File: src/rtl/core/ipipwm_pkg.sv
`default_nettype none
// ----------------------------------------------------------------------------
// ipipwm_pkg
// Shared types, constants and helpers for the incremental PI current loop.
// ----------------------------------------------------------------------------
package ipipwm_pkg;

  // Significant bits of each current sample (sign-extended to 32 bits)
  localparam int MEAS_WIDTH = 32;

  // Fixed-point shifts: gains are Q20 on Q14 samples, duty scales Q20
  localparam int GAIN_SHIFT = 14;
  localparam int DUTY_SHIFT = 20;

  // Register file
  localparam int CFG_IDX_W  = 3;
  localparam int CFG_DATA_W = 32;

  localparam logic [CFG_IDX_W-1:0] REG_PROP_GAIN     = 3'd0;
  localparam logic [CFG_IDX_W-1:0] REG_INTEGRAL_GAIN = 3'd1;
  localparam logic [CFG_IDX_W-1:0] REG_OUTPUT_MIN    = 3'd2;
  localparam logic [CFG_IDX_W-1:0] REG_OUTPUT_MAX    = 3'd3;
  localparam logic [CFG_IDX_W-1:0] REG_PWM_PERIOD    = 3'd4;

  localparam logic [30:0]        RST_PROP_GAIN     = 31'd50331;
  localparam logic [30:0]        RST_INTEGRAL_GAIN = 31'd12907;
  localparam logic signed [31:0] RST_OUTPUT_MIN    = 32'sd104857;
  localparam logic signed [31:0] RST_OUTPUT_MAX    = 32'sd943718;
  localparam logic [15:0]        RST_PWM_PERIOD    = 16'd1500;

  // Input beat
  typedef struct packed {
    logic signed [31:0] measured_current;
    logic signed [31:0] reference_current;
  } in_t;

  // Output beat
  typedef struct packed {
    logic [15:0]        compare_value;
    logic [15:0]        duty_count;
    logic signed [31:0] control_output;
  } out_t;

  // Configuration register contents
  typedef struct packed {
    logic [30:0]        prop_gain;
    logic [30:0]        integral_gain;
    logic signed [31:0] output_min;
    logic signed [31:0] output_max;
    logic [15:0]        pwm_period;
  } cfg_t;

  // Operand pair for the shared multiplier
  typedef enum logic [1:0] {
    MUL_INT,
    MUL_PROP,
    MUL_DUTY
  } mul_sel_t;

  // Sequencer states
  typedef enum logic [2:0] {
    S_IDLE,
    S_MUL_I,
    S_MUL_P,
    S_SUM,
    S_ACCUM,
    S_CLAMP,
    S_MUL_D,
    S_DONE
  } state_t;

  // Controller to datapath commands
  typedef struct packed {
    logic     load_err;
    logic     load_diff;
    logic     mul_en;
    mul_sel_t mul_sel;
    logic     sum_load;
    logic     sum_add;
    logic     acc_add;
    logic     acc_clamp;
    logic     load_out;
  } cmd_t;

  // Keep the low MEAS_WIDTH bits of a sample, sign-extended
  function automatic logic signed [31:0] narrow_meas(input logic signed [31:0] x);
    logic signed [31:0] t;
    t = x <<< (32 - MEAS_WIDTH);
    return t >>> (32 - MEAS_WIDTH);
  endfunction

endpackage
`default_nettype wire

File: src/rtl/core/incremental_pi_current_loop_pwm.sv
`default_nettype none
// ----------------------------------------------------------------------------
// incremental_pi_current_loop_pwm
// Velocity-form PI current regulator producing a PWM compare value.
// ----------------------------------------------------------------------------
// Each sample steps through the sequencer in turn: the accepting cycle
// forms the error, then come three passes through the single shared 33x33
// multiplier (integral term, proportional term, duty scaling) and a state
// each for the term sum, the accumulate, the clamp and the output load,
// which puts the result into the output register.
// That shared multiplier and the sequencer around it set the rate. A new
// sample is taken once the previous one has reached the output register; if
// that register still holds an untaken beat, the finished result waits in
// place until it drains. Configuration writes take effect on the next cycle
// and are meant to be made while no sample is in flight.
module incremental_pi_current_loop_pwm (
  input  wire logic                              clk,
  input  wire logic                              rst,
  input  wire logic                              in_valid,
  output logic                                   in_ready,
  input  wire ipipwm_pkg::in_t                   in_data,
  output logic                                   out_valid,
  input  wire logic                              out_ready,
  output ipipwm_pkg::out_t                       out_data,
  input  wire logic                              cfg_we,
  input  wire logic [ipipwm_pkg::CFG_IDX_W-1:0]  cfg_index,
  input  wire logic [ipipwm_pkg::CFG_DATA_W-1:0] cfg_data
);
  import ipipwm_pkg::*;

  cfg_t cfg;
  cmd_t cmd;

  // Configuration registers
  ipipwm_regs u_regs (
    .clk       (clk),
    .rst       (rst),
    .cfg_we    (cfg_we),
    .cfg_index (cfg_index),
    .cfg_data  (cfg_data),
    .cfg       (cfg)
  );

  // Sequencer
  ipipwm_ctrl u_ctrl (
    .clk       (clk),
    .rst       (rst),
    .in_valid  (in_valid),
    .in_ready  (in_ready),
    .out_valid (out_valid),
    .out_ready (out_ready),
    .cmd       (cmd)
  );

  // Datapath
  ipipwm_dp u_dp (
    .clk      (clk),
    .rst      (rst),
    .cfg      (cfg),
    .cmd      (cmd),
    .in_data  (in_data),
    .out_data (out_data)
  );

endmodule
`default_nettype wire

File: src/rtl/core/ipipwm_regs.sv
`default_nettype none
// ----------------------------------------------------------------------------
// ipipwm_regs
// Write-only configuration registers: gains, clamp limits and PWM period.
// ----------------------------------------------------------------------------
module ipipwm_regs (
  input  wire logic                             clk,
  input  wire logic                             rst,
  input  wire logic                             cfg_we,
  input  wire logic [ipipwm_pkg::CFG_IDX_W-1:0]  cfg_index,
  input  wire logic [ipipwm_pkg::CFG_DATA_W-1:0] cfg_data,
  output ipipwm_pkg::cfg_t                      cfg
);
  import ipipwm_pkg::*;

  // Register writes; unknown indexes are dropped
  always_ff @(posedge clk) begin
    if (rst) begin
      cfg.prop_gain     <= RST_PROP_GAIN;
      cfg.integral_gain <= RST_INTEGRAL_GAIN;
      cfg.output_min    <= RST_OUTPUT_MIN;
      cfg.output_max    <= RST_OUTPUT_MAX;
      cfg.pwm_period    <= RST_PWM_PERIOD;
    end else if (cfg_we) begin
      case (cfg_index)
        REG_PROP_GAIN:     cfg.prop_gain     <= cfg_data[30:0];
        REG_INTEGRAL_GAIN: cfg.integral_gain <= cfg_data[30:0];
        REG_OUTPUT_MIN:    cfg.output_min    <= cfg_data;
        REG_OUTPUT_MAX:    cfg.output_max    <= cfg_data;
        REG_PWM_PERIOD:    cfg.pwm_period    <= cfg_data[15:0];
        default: begin
        end
      endcase
    end
  end

endmodule
`default_nettype wire

File: src/rtl/core/ipipwm_ctrl.sv
`default_nettype none
// ----------------------------------------------------------------------------
// ipipwm_ctrl
// Sequencer: steps one sample through the datapath and owns output valid.
// ----------------------------------------------------------------------------
module ipipwm_ctrl (
  input  wire logic       clk,
  input  wire logic       rst,
  input  wire logic       in_valid,
  output logic            in_ready,
  output logic            out_valid,
  input  wire logic       out_ready,
  output ipipwm_pkg::cmd_t cmd
);
  import ipipwm_pkg::*;

  state_t state, state_next;
  logic   out_free;
  logic   out_valid_next;

  // Output register can take a beat this cycle
  assign out_free = !out_valid || out_ready;
  assign in_ready = (state == S_IDLE);

  // Next state
  always_comb begin
    state_next = state;
    case (state)
      S_IDLE:  if (in_valid) state_next = S_MUL_I;
      S_MUL_I: state_next = S_MUL_P;
      S_MUL_P: state_next = S_SUM;
      S_SUM:   state_next = S_ACCUM;
      S_ACCUM: state_next = S_CLAMP;
      S_CLAMP: state_next = S_MUL_D;
      S_MUL_D: state_next = S_DONE;
      S_DONE:  if (out_free) state_next = S_IDLE;
      default: state_next = S_IDLE;
    endcase
  end

  // Commands
  always_comb begin
    cmd = '0;
    cmd.mul_sel = MUL_INT;
    case (state)
      S_IDLE:  cmd.load_err = in_valid;
      S_MUL_I: begin
        cmd.mul_en    = 1'b1;
        cmd.mul_sel   = MUL_INT;
        cmd.load_diff = 1'b1;
      end
      S_MUL_P: begin
        cmd.mul_en   = 1'b1;
        cmd.mul_sel  = MUL_PROP;
        cmd.sum_load = 1'b1;
      end
      S_SUM:   cmd.sum_add   = 1'b1;
      S_ACCUM: cmd.acc_add   = 1'b1;
      S_CLAMP: cmd.acc_clamp = 1'b1;
      S_MUL_D: begin
        cmd.mul_en  = 1'b1;
        cmd.mul_sel = MUL_DUTY;
      end
      S_DONE:  cmd.load_out = out_free;
      default: begin
      end
    endcase
  end

  // Output valid flag
  always_comb begin
    out_valid_next = out_valid;
    if (cmd.load_out) out_valid_next = 1'b1;
    else if (out_ready) out_valid_next = 1'b0;
  end

  always_ff @(posedge clk) begin
    if (rst) begin
      state     <= S_IDLE;
      out_valid <= 1'b0;
    end else begin
      state     <= state_next;
      out_valid <= out_valid_next;
    end
  end

  // A result never overwrites a beat still waiting downstream
  a_load_free: assert property (@(posedge clk) disable iff (rst)
    cmd.load_out |-> (!out_valid || out_ready))
    else $error("result loaded over a pending beat");

  // A finished result waits while the output is blocked
  a_done_hold: assert property (@(posedge clk) disable iff (rst)
    (state == S_DONE && out_valid && !out_ready) |=> (state == S_DONE))
    else $error("sequencer left done with output blocked");

  // An accepted sample starts the integral multiply
  a_accept_start: assert property (@(posedge clk) disable iff (rst)
    (in_valid && in_ready) |=> (state == S_MUL_I))
    else $error("accepted sample did not start");

endmodule
`default_nettype wire

File: src/rtl/core/ipipwm_dp.sv
`default_nettype none
// ----------------------------------------------------------------------------
// ipipwm_dp
// Datapath: error terms, shared multiplier, accumulator, clamp, PWM scaling.
// ----------------------------------------------------------------------------
module ipipwm_dp (
  input  wire logic             clk,
  input  wire logic             rst,
  input  wire ipipwm_pkg::cfg_t cfg,
  input  wire ipipwm_pkg::cmd_t cmd,
  input  wire ipipwm_pkg::in_t  in_data,
  output ipipwm_pkg::out_t      out_data
);
  import ipipwm_pkg::*;

  logic signed [31:0] err;
  logic signed [31:0] prev_err;
  logic signed [31:0] diff;
  logic signed [63:0] prod;
  logic signed [31:0] sum;
  logic signed [31:0] acc;

  logic signed [32:0] mul_a, mul_b;
  logic signed [65:0] mul_full;
  logic signed [31:0] term;
  logic               gt_max, lt_min;
  logic signed [31:0] acc_clamped;
  logic [15:0]        duty;

  // Shared multiplier operand select (gains and period are unsigned)
  always_comb begin
    case (cmd.mul_sel)
      MUL_INT: begin
        mul_a = {err[31], err};
        mul_b = {2'b00, cfg.integral_gain};
      end
      MUL_PROP: begin
        mul_a = {diff[31], diff};
        mul_b = {2'b00, cfg.prop_gain};
      end
      MUL_DUTY: begin
        mul_a = {acc[31], acc};
        mul_b = {17'd0, cfg.pwm_period};
      end
      default: begin
        mul_a = '0;
        mul_b = '0;
      end
    endcase
  end

  assign mul_full = mul_a * mul_b;

  // Floor shift of the product down to Q20, kept to 32 bits
  assign term = prod[GAIN_SHIFT+31:GAIN_SHIFT];

  // Upper clamp first, then lower; an inverted window ends at the minimum
  assign gt_max      = acc > cfg.output_max;
  assign lt_min      = gt_max ? (cfg.output_max < cfg.output_min) : (acc < cfg.output_min);
  assign acc_clamped = lt_min ? cfg.output_min : (gt_max ? cfg.output_max : acc);

  assign duty = prod[DUTY_SHIFT+15:DUTY_SHIFT];

  // Loop state
  always_ff @(posedge clk) begin
    if (rst) begin
      prev_err <= '0;
      acc      <= '0;
    end else begin
      if (cmd.load_diff) prev_err <= err;
      if (cmd.acc_add) acc <= acc + sum;
      else if (cmd.acc_clamp) acc <= acc_clamped;
    end
  end

  // Working registers
  always_ff @(posedge clk) begin
    if (cmd.load_err)
      err <= narrow_meas(in_data.measured_current) - narrow_meas(in_data.reference_current);
    if (cmd.load_diff) diff <= err - prev_err;
    if (cmd.mul_en) prod <= mul_full[63:0];
    if (cmd.sum_load) sum <= term;
    else if (cmd.sum_add) sum <= sum + term;
  end

  // Output register
  always_ff @(posedge clk) begin
    if (cmd.load_out) begin
      out_data.compare_value  <= cfg.pwm_period - duty;
      out_data.duty_count     <= duty;
      out_data.control_output <= acc;
    end
  end

  // After a clamp with an ordered window the accumulator lies inside it
  a_clamp_window: assert property (@(posedge clk) disable iff (rst)
    ($past(cmd.acc_clamp) && $stable(cfg) && (cfg.output_min <= cfg.output_max))
    |-> (acc >= cfg.output_min && acc <= cfg.output_max))
    else $error("accumulator outside clamp window");

  // The delivered output matches the accumulator it was taken from
  a_out_acc: assert property (@(posedge clk) disable iff (rst)
    $past(cmd.load_out) |-> (out_data.control_output == acc))
    else $error("control output differs from accumulator");

endmodule
`default_nettype wire
File: config.mk
export PLATFORM = sky130hd
export DESIGN_NAME = incremental_pi_current_loop_pwm
export DESIGN_NICKNAME = d
export VERILOG_FILES = /design/src/rtl/core/ipipwm_pkg.sv /design/src/rtl/core/incremental_pi_current_loop_pwm.sv /design/src/rtl/core/ipipwm_regs.sv /design/src/rtl/core/ipipwm_ctrl.sv /design/src/rtl/core/ipipwm_dp.sv
export SDC_FILE = /design/constraint.sdc
export NUM_CORES = 2
export LEC_CHECK = 0
export BUFFER_PORTS_ARGS = -buffer_cell sky130_fd_sc_hd__buf_2
export CORE_MARGIN = 2
export CORE_UTILIZATION = 60
export DETAILED_ROUTE_END_ITERATION = 8
export PLACE_DENSITY = 0.77
export REMOVE_ABC_BUFFERS = 1
export SLEW_MARGIN = 10
export SYNTH_ARGS = -nofsm -noshare
export SYNTH_HDL_FRONTEND = slang
export SYNTH_SLANG_ARGS = --single-unit
File: constraint.sdc
create_clock -name clk -period 25.2 [get_ports clk]
set_input_delay 2.52 -clock clk [delete_from_list [all_inputs] [get_ports clk]]
set_output_delay 2.52 -clock clk [all_outputs]
set_load 0.005 [all_outputs]
Word level (Yosys, flattened, before mapping)
Cells that the tools add are included.
- register bits: 416
- logic and storage cells: 78
- RAM bits: 0
- memories kept: 0
- bits of input ports: 104
- bits in latches: 0
- bits in read-only memories: 0
- add/sub/neg operators: 5
- bitwise operators: 0
- reductions and logical operators: 16
- shift operators: 0
- multiply operators: 1
- muxes and demuxes: 22
- divide/modulo/power cells: 0
- equality and inequality tests: 15
- $lt $le $gt $ge: 3
- operators by type and width (cell ; count):
    $mux W32 ; 6
    $pmux W33 S3 ; 1
    $pmux W31 S3 ; 1
    $add A32 B32 Y32 ; 2
    $lt A32 B32 Y1 ; 2
    $sub A32 B32 Y32 ; 2
    $mul A33 B32 Y46 ; 1
    $gt A32 B32 Y1 ; 1
    $pmux W3 S8 ; 1
    $sub A16 B16 Y16 ; 1
    $eq A3 B3 Y1 const B ; 5
    $reduce_and A2 Y1 ; 7
    $eq A3 B2 Y1 const B ; 4
    $mux W1 ; 10
    $pmux W3 S3 ; 1
    $eq A3 B1 Y1 const B ; 2
    $logic_not A3 Y1 ; 2
    $mux W3 ; 2
    $reduce_bool A2 Y1 ; 3
    $reduce_bool A3 Y1 ; 1
    $eq A2 B1 Y1 const B ; 1
    $eq A2 B2 Y1 const B ; 1
    $logic_not A2 Y1 ; 1
    $ne A2 B1 Y1 const B ; 1
    3 further kinds ; 3

Longest topological paths before layout
- depth after elaboration: 5
- gate-level depth with buffers: 39
- depth with buffers taken out: 30

Cells and area by module
Synthesis repeated with hierarchy kept, for this count alone.
- cells, all modules: 5482
- area total of the unflattened synthesis: 50739.9 µm²
- modules (own cells, without submodules) (module ; cells each ; area an instance (µm²) ; instances ; sequential area each (µm²)):
    ipipwm_dp ; 4924 ; 44874.3 ; 1 ; 7046.8
    ipipwm_regs ; 524 ; 5591.6 ; 1 ; 2842.7
    ipipwm_ctrl ; 34 ; 274.0 ; 1 ; 80.1

Worst setup path after synthesis
No wires, ideal clock.
- path type: register -> register
- from: register u_ctrl.state[2]
- to: register u_dp.prod[45], data pin
- cell stages (with the launch flop): 33
- buffers on the path: 7
- data arrival time: 8.564 ns
- path slack: 16.377 ns
- data required time: 24.940 ns
- library setup time: 0.260 ns
- cell sequence: dfxtp_1 -> buf_4 -> buf_4 -> buf_2 -> buf_2 -> buf_2 -> mux2i_1 -> o21a_1 -> clkbuf_1 -> buf_1 -> nor2_1 -> fa_1 -> fa_1 -> fa_1 -> inv_1 -> fa_1 -> inv_1 -> fa_1 -> inv_1 -> fa_1 -> inv_1 -> fa_1 -> fa_1 -> ha_1 -> a2111oi_0 -> o211ai_1 -> a311o_1 -> a2111oi_0 -> o21ai_1 -> nand3_1 -> a21oi_1 -> a31oi_1 -> xnor2_1
- cells in the longest elaborated chain, start to end: 5
- RTL lines (what ; line ; source):
    from (decl) ; ipipwm_ctrl.sv:17 ; state_t state, state_next;
    from (signal assigned) ; ipipwm_ctrl.sv:82 ; state <= state_next;
    $eq A3 B3 Y1 (tied with other cells) ; ipipwm_ctrl.sv:45 ; case (state)
    $pmux W3 S3 * ; ipipwm_ctrl.sv:45 ;
    $eq A2 B2 Y1 (tied with other cells) ; ipipwm_dp.sv:32 ; case (cmd.mul_sel)
    $pmux W33 S3 / $pmux W31 S3 (equally long branches) ; ipipwm_dp.sv:32 ;
    $mul A33 B32 Y46 * ; ipipwm_dp.sv:52 ; assign mul_full = mul_a * mul_b;
    via u_dp.mul_full[45] ; ipipwm_dp.sv:24 ; logic signed [65:0] mul_full;
    to (signal assigned) ; ipipwm_dp.sv:81 ; if (cmd.mul_en) prod <= mul_full[63:0];
    to (decl) ; ipipwm_dp.sv:19 ; logic signed [63:0] prod;
Mark *: on every way through the listed nets, which the timed path passes. The rest lies on a longest branch.
A chain may end at the register's enable or synchronous reset.

Worst setup path in the final report
- from: register u_ctrl.state[0]
- to: register u_dp.prod[45], data pin
The elaborated chain is that of the path after synthesis.

==> flow_summary_export.csv <==
group,metric,value,unit
cts,clock_insertion_delay_worst_skew,640,ps
drt,dr_total_vias,41200,
yosys,synthesis.area,0.0503,mm²
timing,period_share,44.0,%
die,starting_density_of_the_core,60.4,%
die,die_height,294,µm
timing,report.final.slew_viol_count,0,
timing,clock_skew,41.8,ps
worst_setup_path,worst_ep_arrival_time,11430,ps
timing,setup_repair_after_global_routing_missed_its_margin,"no",
worst_setup_path,crit_path_capture,"u_dp.prod[45]",
worst_setup_path,cpLargestDelayFamily,"adder cells",
worst_setup_path,reg2reg_from,"u_ctrl.state[0]",
global_route,global_route.overflow_total,0,
global_route,first_pass_grt_wire_length,244,mm
worst_setup_path,critical_path_required,25540,ps
timing,max-slew-margin-rel,9.19,%
global_route,maximum_number_of_pins_on_one_net_before_global_route_repair,86,
cts,cts_tree,"yes",
yosys,synth.top_cells.by_count,"sky130_fd_sc_hd__inv_1, sky130_fd_sc_hd__nand2_1, sky130_fd_sc_hd__fa_1, sky130_fd_sc_hd__nor2_1, sky130_fd_sc_hd__ha_1",
worst_setup_path,end_kind,"flip-flop",
drt,avgRoutedWirePerCell,23.0,µm
worst_setup_path,worst-r2r-cell-count,25,
die,io_pins,170,
hold_path,hold_path.class,"flip-flop to flip-flop",
global_route,grt.total_usage,37.4,%
worst_setup_path,reg2reg_slack,14100,ps
yosys,async_reset_ff_share,0,%
worst_setup_path,critical_path_class,"flip-flop to flip-flop",
outcome,run_status,"complete, no violations",
finish,area_growth_syn_to_layout,7.02,%
drt,initialDrtViolationCount,3651,
timing,setup_tns,0,ps
die,die_area,0.0862,mm²
drt,drc,0,
placed_design,port_buf_inserts,169,
cts,post_cts_resized,0,
timing,clock.fmax,90.1,MHz
yosys,post-synth-top-area-cell,"sky130_fd_sc_hd__fa_1",
yosys,netlist_top_cells_area,"sky130_fd_sc_hd__fa_1, sky130_fd_sc_hd__edfxtp_1, sky130_fd_sc_hd__ha_1",
yosys,synth_enable_flop_cells,192,
worst_setup_path,cp.depth,25,
global_route,antenna_violations_before_repair,5,
finish,finish.net_count,6973,
placed_design,place_congestion,0.972,
cts,cts_max_path_buffers,3,
drt,drtAntennaViolNets,0,
cts,postCtsSetupRepairBufs,0,
timing,timing_hold_violations_final,0,
timing,setup_viol,0,
drt,detail_route.vias_per_cell,6.03,
cts,cts-buffers-inserted,49,
yosys,syn-instance-count,5657,
worst_setup_path,worstReg2RegEnd,"u_dp.prod[45]",
cts,cts_htree_levels,2,
timing,worst_slew_pin_slew,1350,ps
cts,cts_root_buf,"sky130_fd_sc_hd__clkbuf_16",
die,die-width,294,µm
global_route,grt_pass1_vias,42600,
cts,worst_setup_hold_path_clk_slew,60,ps
drt,1st_pass_router_iterations,5,
worst_setup_path,crit_slowest_cell,"sky130_fd_sc_hd__o21a_1",
yosys,synth_most_common_cell,"sky130_fd_sc_hd__inv_1",
yosys,synth.ff_latch_count,402,
worst_setup_path,timing.critical_path.from_type,"flip-flop",
yosys,synth.yosys.seq_area_share,19.8,%
die,number_of_standard_cell_rows_in_the_floorplan,106,
drt,wl,157,mm
die,coreArea,0.0833,mm²
finish,drive_gt1_share,7.17,%
yosys,synth-warning-count,0,
cts,cts.sinks,402,
placed_design,dpl.hpwl,122,mm
timing,timing.hold.ws,454,ps
worst_setup_path,cpPeakStageDelay,990,ps
worst_setup_path,crit_start,"u_ctrl.state[0]",
worst_setup_path,crit_path_max_fanout,85,
yosys,synth_top_area_share,31.1,%
cts,hold_bufs_inserted_after_cts,0,
yosys,synth_top_flop_cell,"sky130_fd_sc_hd__dfxtp_1",
finish,num-fill-cells,6862,
yosys,post_synth.cell_area_avg,8.90,µm²
flow_run,timing.max_cap.violations,0,
yosys,synth_cell_types,88,
worst_setup_path,cp_common_cell,"sky130_fd_sc_hd__fa_1",
timing,final.min_clock_period,11100,ps
worst_setup_path,path_buf_inv,4,
## per-stage QoR
stage | area, µm² | util, % | setup slack, ps | instances
3_5_place_dp | 52200 | 62.7 | 14440 | 6734
4_1_cts | 53900 | 64.7 | 14390 | 6825
3_3_place_gp | 52200 | 62.7 | 14720 | 6734
6_report | 53900 | 64.7 | 14100 | 6826
2_1_floorplan | 49300 | - | 13010 | 5403
5_1_grt | 53900 | 64.7 | 13560 | 6825
## cell families (layout without fill, tap and decap cells)
kind of cell / count (synthesis) / count (layout) / synth area share (%)
DFF: 402 / 402 / 19.8
and+or+nand+nor: 1799 / 1799 / 14.9
AOI/OAI and AO/OA: 883 / 883 / 11.3
muxes: 62 / 62 / 1.28
buffers and inverters: 1161 / 1249 / 8.84
xor gates and xnor gates: 186 / 186 / 3.24
other: 0 / 1 / 0
adders and majority gates: 1164 / 1164 / 40.6
## layer usage
layer	wire (µm)	track usage, %	part of all wire (%)
met5	55	0	0.035
met2	69800	58.8	44
met1	57700	46.6	37
met3	17300	9.07	11
met4	12000	23.5	7.7
## layout make-up
cell class / count / area, µm² / share of cell area, %
diodes: 1 / 2.50 / 0.00465
clock buffers: 71 / 1470 / 2.72
clock inverters: 20 / 200 / 0.372
inverters: 907 / 3400 / 6.32
multi-input cells: 4094 / 36000 / 66.8
flip-flops and latches: 402 / 9970 / 18.5
well taps: 1080 / 1350 / 2.51
repair buffers: 251 / 1460 / 2.72
## cells in the final DEF (no fill, tap or decap), drive strengths merged, types with 10 or more instances in the layout
master,n
o31ai,11
o211ai,51
a21oi,307
xor2,40
inv,910
o21bai,17
nor3,42
nand3,87
a32o,14
fa,783
a21o,85
ha,381
nand2,810
or2,21
nor2,647
a22o,10
and3,23
o21a,82
edfxtp,192
a31oi,22
nand2b,57
or3,16
nand4,33
o21ai,176
mux2i,53
and2,16
clkinv,15
clkbuf,71
buf,251
dfxtp,210
a211oi,24
a21boi,10
a2111oi,12
nor2b,24
xnor2,146
## worst register-to-register path, cell delays in order, from the launching register on
cell	delay [ps]
sky130_fd_sc_hd__dfxtp_1	670
sky130_fd_sc_hd__nand2b_4	610
sky130_fd_sc_hd__buf_4	560
sky130_fd_sc_hd__buf_4	720
sky130_fd_sc_hd__o21a_1	1030
sky130_fd_sc_hd__nor2_1	160
sky130_fd_sc_hd__fa_1	540
sky130_fd_sc_hd__inv_1	50
sky130_fd_sc_hd__fa_1	510
sky130_fd_sc_hd__fa_1	480
sky130_fd_sc_hd__fa_1	580
sky130_fd_sc_hd__inv_1	60
sky130_fd_sc_hd__fa_1	500
sky130_fd_sc_hd__fa_1	570
sky130_fd_sc_hd__fa_1	440
sky130_fd_sc_hd__fa_1	450
sky130_fd_sc_hd__ha_1	340
sky130_fd_sc_hd__a2111oi_0	590
sky130_fd_sc_hd__o211ai_1	210
sky130_fd_sc_hd__a311o_1	400
sky130_fd_sc_hd__a2111oi_0	440
sky130_fd_sc_hd__o21ai_1	170
sky130_fd_sc_hd__nand3_1	270
sky130_fd_sc_hd__a21oi_1	170
sky130_fd_sc_hd__a31oi_1	220
sky130_fd_sc_hd__xnor2_1	80
## state kept, by name, summed over array words and instances, names as in the netlist
register / flops
u_dp.prod: 32
u_ctrl.state: 3
u_dp.acc: 32
u_regs.cfg: 142
u_dp.prev_err: 32
u_dp.err: 32
u_dp.out_data: 64
u_dp.sum: 32
u_dp.diff: 32
u_ctrl.out_valid: 1
## worst min-delay path by stage
stage	startpoint	end	slack (ps)	cells past startpoint
after CTS	u_regs.cfg[119]	u_regs.cfg[119]	460	2
after global routing	u_regs.cfg[119]	u_regs.cfg[119]	470	2
after floorplan	u_regs.cfg[140]	u_regs.cfg[140]	430	2
after global placement	u_regs.cfg[141]	u_regs.cfg[141]	440	2
after detailed placement	u_regs.cfg[140]	u_regs.cfg[140]	450	2
final	u_regs.cfg[119]	u_regs.cfg[119]	450	2
Power is left out: the tool's default activity adds up to more than one toggle a clock period on the data nets, which glitch-free logic cannot reach.
